<file path="src/design/gpe_pkg.sv">
// ----------------------------------------------------------------------------
// gpe_pkg
// Shared types, constants and GF(2^16) arithmetic for the polynomial
// evaluator.
// ----------------------------------------------------------------------------
package gpe_pkg;

  localparam int COEF_W       = 16;
  localparam int INDEX_W      = 12;
  localparam int TERM_COUNT_W = 13;
  localparam int MAX_TERMS_DEF = 4096;

  localparam logic [TERM_COUNT_W-1:0] TERM_COUNT_RST = TERM_COUNT_W'(4096);
  // x^16 + x^15 + x^12 + x^10 + 1
  localparam logic [COEF_W:0] FIELD_MODULUS = 17'h19401;

  typedef enum logic {
    OP_LOAD = 1'b0,
    OP_EVAL = 1'b1
  } op_e;

  // controller -> datapath
  typedef struct packed {
    logic clr_step;    // write zero at sweep address, advance
    logic load_wr;     // write the accepted coefficient
    logic eval_start;  // latch point, clear accumulator, set start index
    logic issue;       // read coefficient at index, step index down
    logic out_load;    // move accumulator into the result register
  } cmd_t;

  // datapath -> controller
  typedef struct packed {
    logic idx_zero;
    logic idx_last;
    logic cnt_zero;
  } sts_t;

  // x^k mod P for k < 31
  function automatic logic [COEF_W-1:0] gf_xpow(int k);
    logic [COEF_W:0] r;
    r = 17'd1;
    for (int i = 0; i < 30; i++) begin
      if (i < k) begin
        r = r << 1;
        if (r[COEF_W]) begin
          r = r ^ FIELD_MODULUS;
        end
      end
    end
    return r[COEF_W-1:0];
  endfunction

  // Carry-less product, then reduction of the upper bits through constant
  // residues; both halves are flat XOR trees.
  function automatic logic [COEF_W-1:0] gf_mul(logic [COEF_W-1:0] a,
                                               logic [COEF_W-1:0] b);
    logic [2*COEF_W-2:0] prod;
    logic [COEF_W-1:0]   res;
    prod = '0;
    for (int j = 0; j < COEF_W; j++) begin
      if (b[j]) begin
        prod = prod ^ ({{(COEF_W-1){1'b0}}, a} << j);
      end
    end
    res = prod[COEF_W-1:0];
    for (int k = COEF_W; k < 2*COEF_W-1; k++) begin
      if (prod[k]) begin
        res = res ^ gf_xpow(k);
      end
    end
    return res;
  endfunction

endpackage

</file>
<file path="src/design/gpe_ctrl.sv">
// ----------------------------------------------------------------------------
// gpe_ctrl
// Sequencer: store clear after reset, load/evaluate dispatch, read issue,
// and the result valid flag.
// ----------------------------------------------------------------------------
module gpe_ctrl (
  input  logic          clk_i,
  input  logic          rst_ni,
  input  logic          in_valid_i,
  output logic          in_stall_o,
  input  logic          operation_i,
  output logic          out_valid_o,
  input  logic          out_stall_i,
  output gpe_pkg::cmd_t cmd_o,
  input  gpe_pkg::sts_t sts_i
);

  import gpe_pkg::*;

  typedef enum logic [4:0] {
    S_CLEAR  = 5'b00001,
    S_IDLE   = 5'b00010,
    S_RUN    = 5'b00100,
    S_DRAIN  = 5'b01000,
    S_FINISH = 5'b10000
  } state_e;

  state_e state_q, state_d;
  logic   out_valid_q, out_valid_d;

  always_comb begin
    state_d = state_q;
    cmd_o   = '0;
    case (state_q)
      S_CLEAR: begin
        cmd_o.clr_step = 1'b1;
        if (sts_i.idx_last) begin
          state_d = S_IDLE;
        end
      end
      S_IDLE: begin
        if (in_valid_i) begin
          if (op_e'(operation_i) == OP_EVAL) begin
            cmd_o.eval_start = 1'b1;
            state_d = sts_i.cnt_zero ? S_FINISH : S_RUN;
          end else begin
            cmd_o.load_wr = 1'b1;
          end
        end
      end
      S_RUN: begin
        cmd_o.issue = 1'b1;
        if (sts_i.idx_zero) begin
          state_d = S_DRAIN;
        end
      end
      S_DRAIN: begin
        // last coefficient comes back from the store this cycle
        state_d = S_FINISH;
      end
      S_FINISH: begin
        if (!out_valid_q || !out_stall_i) begin
          cmd_o.out_load = 1'b1;
          state_d = S_IDLE;
        end
      end
      default: begin
        state_d = S_IDLE;
      end
    endcase
  end

  always_comb begin
    out_valid_d = out_valid_q;
    if (cmd_o.out_load) begin
      out_valid_d = 1'b1;
    end else if (!out_stall_i) begin
      out_valid_d = 1'b0;
    end
  end

  always_ff @(posedge clk_i or negedge rst_ni) begin
    if (!rst_ni) begin
      state_q     <= S_CLEAR;
      out_valid_q <= 1'b0;
    end else begin
      state_q     <= state_d;
      out_valid_q <= out_valid_d;
    end
  end

  assign in_stall_o  = (state_q != S_IDLE);
  assign out_valid_o = out_valid_q;

endmodule
</file>
<file path="config.mk">
export PLATFORM = sky130hd
export DESIGN_NAME = gpe_ctrl
export DESIGN_NICKNAME = d
export VERILOG_FILES = /design/src/design/gpe_pkg.sv /design/src/design/gpe_ctrl.sv
export SDC_FILE = /design/constraint.sdc
export NUM_CORES = 1
export LEC_CHECK = 0
export ABC_AREA = 0
export BUFFER_PORTS_ARGS = -buffer_cell sky130_fd_sc_hd__buf_2
export CORE_AREA = 2 2 39 41
export CTS_BUF_LIST = sky130_fd_sc_hd__clkbuf_4 sky130_fd_sc_hd__clkbuf_8
export DETAILED_ROUTE_END_ITERATION = 6
export DIE_AREA = 0 0 41 43
export GPL_ROUTABILITY_DRIVEN = 1
export SETUP_SLACK_MARGIN = 0.3
export SLEW_MARGIN = 10
export SYNTH_ARGS = -nofsm -noshare
export SYNTH_HDL_FRONTEND = slang
export SYNTH_SLANG_ARGS = --single-unit
</file>
<file path="constraint.sdc">
create_clock -name clk_i -period 2.1 [get_ports clk_i]
set_clock_uncertainty 0.15 [all_clocks]
set_input_delay 0.105 -clock clk_i [delete_from_list [all_inputs] [get_ports clk_i]]
set_output_delay 0.105 -clock clk_i [all_outputs]
set_load 0.005 [all_outputs]
</file>
### Yosys cells after proc, flatten, opt, wreduce, memory -nomap -nowiden

Index checks and enable logic that the tools add are counted.

| operators by class | value |
|---|---|
| reductions and logical operators | 4 |
| muxes and demuxes | 17 |
| eq/ne operators | 12 |

Operators by type and width:

| cell | count |
|---|---|
| 5-bit 2-to-1 mux | 6 |
| 5-bit one-hot mux with 5 select lines | 1 |
| 2-bit inequality test, second input constant | 5 |
| 1-bit 2-to-1 mux | 8 |
| 5-bit by 1-bit equality test with 1-bit output, second input constant | 1 |
| 5-bit by 2-bit equality test with 1-bit output, second input constant | 1 |
| 5-bit by 3-bit equality test with 1-bit output, second input constant | 1 |
| 5-bit by 4-bit equality test with 1-bit output, second input constant | 1 |
| 5-bit equality test, second input constant | 1 |
| 5-bit by 2-bit inequality test with 1-bit output, second input constant | 1 |
| 5-bit AND reduction | 1 |
| 2-bit 2-to-1 mux | 2 |
| 1-bit zero test | 2 |
| 2-bit by 1-bit inequality test with 1-bit output, second input constant | 1 |
| 1-bit logical OR | 1 |

| storage, ports and cells | value |
|---|---|
| logic and storage cells | 35 |
| flip-flop bits (word level) | 6 |
| output and inout port bits | 7 |

### Depth between registers and ports, before layout

| depth | value |
|---|---|
| depth after elaboration | 5 |
| gate-level depth with buffers | 5 |
| gate-level depth less buffers | 4 |

### Worst setup path after synthesis

Ideal clock, no wire load.

| path | value |
|---|---|
| kind | reg-to-reg |
| start | register state_q[4] |
| end | register state_q[4] |
| library setup time | 134 ps |
| buffers on the path | 0 |
| path slack | 470 ps |
| data arrival time | 1347 ps |
| cell stages (with the launch flop) | 5 |
| clock period less this slack | 1630 ps |
| path through | dfrtp_1 > or2_1 > or4_4 > o2111ai_4 > o22ai_2 |

| between the ends | value |
|---|---|
| cells in the longest elaborated chain, start to end | 3 |
| elaborated cells between the ends (all ways) | 12 |

Ends and longest elaborated chain:

| what | line | RTL |
|---|---|---|
| from (decl) | gpe_ctrl.sv:28 | `state_e state_q, state_d;` |
| from (signal assigned) | gpe_ctrl.sv:87 | `state_q <= state_d;` |
| 5-bit equality test (tied with other cells) | gpe_ctrl.sv:34 | `case (state_q)` |
| 2-bit inequality test (no source line) | - |  |
| 5-bit AND reduction (no source line) | - |  |

Several ways; a longest one is shown, not always the timed one.
A chain may end at the register's enable or synchronous reset.

### Worst setup path in the final report

Ends and elaborated chain as after synthesis.

==> flow_metrics.env <==
export IMPL_syn_avg_cell_area_um2=9.24
export IMPL_start_kind="register"
export IMPL_synth_seq_cells=6
export IMPL_slew_headroom_pct=73.7
export IMPL_h_tree_depth=1
export IMPL_synthesis_nets=50
export IMPL_yosysWarnings=0
export IMPL_cts_buffers=3
export IMPL_path_class="reg -> reg"
export IMPL_port_buffers=14
export IMPL_drv_cap=0
export IMPL_grt_antenna_before_repair=0
export IMPL_clk_latency_ps=250
export IMPL_drtIter0Drc=5
export IMPL_nets=71
export IMPL_rows=14
export IMPL_worstSetupEndpointType="register"
export IMPL_num_vias=393
export IMPL_grt_max_degree=10
export IMPL_diodes=0
export IMPL_io_pins=15
export IMPL_dieArea_um2=1760
export IMPL_cts_sinks=6
export IMPL_fin_crit_ps=1730
export IMPL_antenna_left=0
export IMPL_layout_drive_gt1_share_pct=46.8
export IMPL_worstHoldEndpoint="out_valid_o"
export IMPL_synth_cell_types=24
export IMPL_power_density_nw_per_um2=1270
export IMPL_crit_fanout=6
export IMPL_power_leakage_nw=0.272
export IMPL_dp_hpwl_um=644
export IMPL_slowest_delay_ps=520
export IMPL_rsz0062_at_grt="false"
export IMPL_timing_fmax_mhz=579
export IMPL_grt_use_total_pct=12.3
export IMPL_worst_pin_slew_ps=394
export IMPL_layout_commonest_cell="buf_2"
export IMPL_min_path_cells=3
export IMPL_netlist_area_um2=388
export IMPL_hold_path_class="in -> reg"
export IMPL_wl_per_cell_um=10.9
export IMPL_critPathRequiredTime_ps=2080
export IMPL_area_growth_pct=39.4
export IMPL_core_area_um2=1380
export IMPL_grt_pass1_wl_um=1380
export IMPL_grt_pass1_vias=324
export IMPL_report_final_slew_viol_count=0
export IMPL_min_delay_start="out_stall_i"
export IMPL_filler_cell_count=142
export IMPL_layout_common_cells="buf_2, inv_1, nor3_1, nand2_1, clkbuf_4"
export IMPL_seq_area_frac_synth_pct=39.0
export IMPL_synth_top_cell_area_share_pct=32.3
export IMPL_grt_ovfl_total=0
export IMPL_ir_drop_uv=379
export IMPL_fin_util_pct=39.1
export IMPL_r2r_start="state_q[4]"
export IMPL_clk_pin_slew_ps=50
export IMPL_reg2reg_depth=4
export IMPL_initial_utilization_pct=28.0
export IMPL_post_drt_via_cell_ratio=5.04
export IMPL_crit_slowest_cell="or4_4"
export IMPL_dr_pass1_iters=4
export IMPL_fin_setup_tns_ps=0
export IMPL_synth_top_area_cell="dfrtp_1"
export IMPL_cts_root_buf="clkbuf_4"
export IMPL_critical_path_arrival_ps=1700
export IMPL_gp_congestion=0.851
export IMPL_synth_area_top_cells="dfrtp_1, dfstp_2, o2111ai_4"
export IMPL_pre_cts_slack_ps=378
export IMPL_remaining_drc_errors=0
export IMPL_final_setup_worst_slack_ps=373
export IMPL_die_h_um=43
export IMPL_regToRegEndpoint="state_q[4]"
export IMPL_totalWireLength_um=850
export IMPL_rrSetupSlack_ps=370
export IMPL_cts_tree="yes"
export IMPL_setup_viol=0
export IMPL_syn_inst=42
export IMPL_hold_viol_final=0
export IMPL_crit_chain="or2_1, or4_4, o2111ai_4, o22ai_2"
export IMPL_cts_buffer_depth=2
export IMPL_status="finished, final reports clean"
export IMPL_die_w_um=41
export IMPL_final_min_period_over_clock_period_pct=82.2
## through the flow
stage	hold slack [ps]	total power, mW	std cells	cell area, um^2
floorplan	-341	0.453	42	388
global placement	-213	0.531	70	465
detailed placement	-212	0.530	70	465
CTS	16.2	0.677	77	531
global route	32.2	0.751	78	541
finish	18.2	0.684	78	541
## layout make-up
| class | instances | area (um^2) | area share (%) |
|---|---|---|---|
| multi-input cells | 30 | 214 | 39.6 |
| clock buffers | 4 | 30.0 | 5.56 |
| repair buffers | 18 | 108 | 19.9 |
| flip-flops and latches | 6 | 154 | 28.5 |
| well taps | 16 | 20.0 | 3.70 |
| inverters | 4 | 15.0 | 2.78 |
## report_power, final
group | total [mW] | internal [mW] | leakage [nW] | switching, mW
registers | 0.223 | 0.159 | 0.0729 | 0.0640
clock network | 0.135 | 0.0853 | 0.0184 | 0.0492
logic | 0.326 | 0.161 | 0.181 | 0.164
total | 0.684 | 0.406 | 0.272 | 0.278
## repair_timing
item	in CTS	in global routing
pin swaps	0	1
setup buffers	0	1
gates resized for setup	1	2
hold buffers	3	0
setup endpoints to repair	1	2
endpoints found under the hold margin	8	0
## routing by layer
metal	vias up	GRT usage, %	routed length (um)
li1	188	-	-
met1	190	14.6	352
met2	11	16.6	414
met3	4	6.28	64
met4	0	8.00	18
met5	-	0	0
## sequential cells by signal, indices dropped and copies added, names as in the netlist
| name | flops |
|---|---|
| state_q | 5 |
| out_valid_o | 1 |
## Yosys cell counts, drive strengths merged
master,instances
dfrtp,5
nor3,5
inv,4
nand2,4
nor2,3
o21ai,3
nand3b,2
o2111ai,2
a21oi,1
buf,1
clkbuf,1
dfstp,1
mux2,1
nand2b,1
nand3,1
nor3b,1
o22ai,1
o31ai,1
or2,1
or3,1
or4,1
xor2,1
## worst max path at each step
stage,startpoint,end,cells past startpoint
final,state_q[4],state_q[4],4
after global routing,state_q[4],state_q[4],4
after CTS,state_q[4],state_q[4],4
after detailed placement,state_q[2],state_q[4],4
after global placement,state_q[2],state_q[4],4
after floorplan,state_q[4],state_q[4],4
## worst max-delay path: cells and delay by family (launching register included)
family,cells,cell delay [ps]
flip-flops,1,430
AND/OR/NAND/NOR,2,790
AO/OA/AOI/OAI,2,230
## logic make-up (layout without fill, tap and decap cells)
family                    count (synthesis)  in the layout  synth area share [%]
and+or+nand+nor                          20             20                  28.4
AOI/OAI and AO/OA                         8              8                  20.3
DFF                                       6              6                  39.0
buffers and inverters                     6             26                  7.10
xor gates and xnor gates                  1              1                  2.26
muxes                                     1              1                  2.90
(Power assumes the default switching activity.)
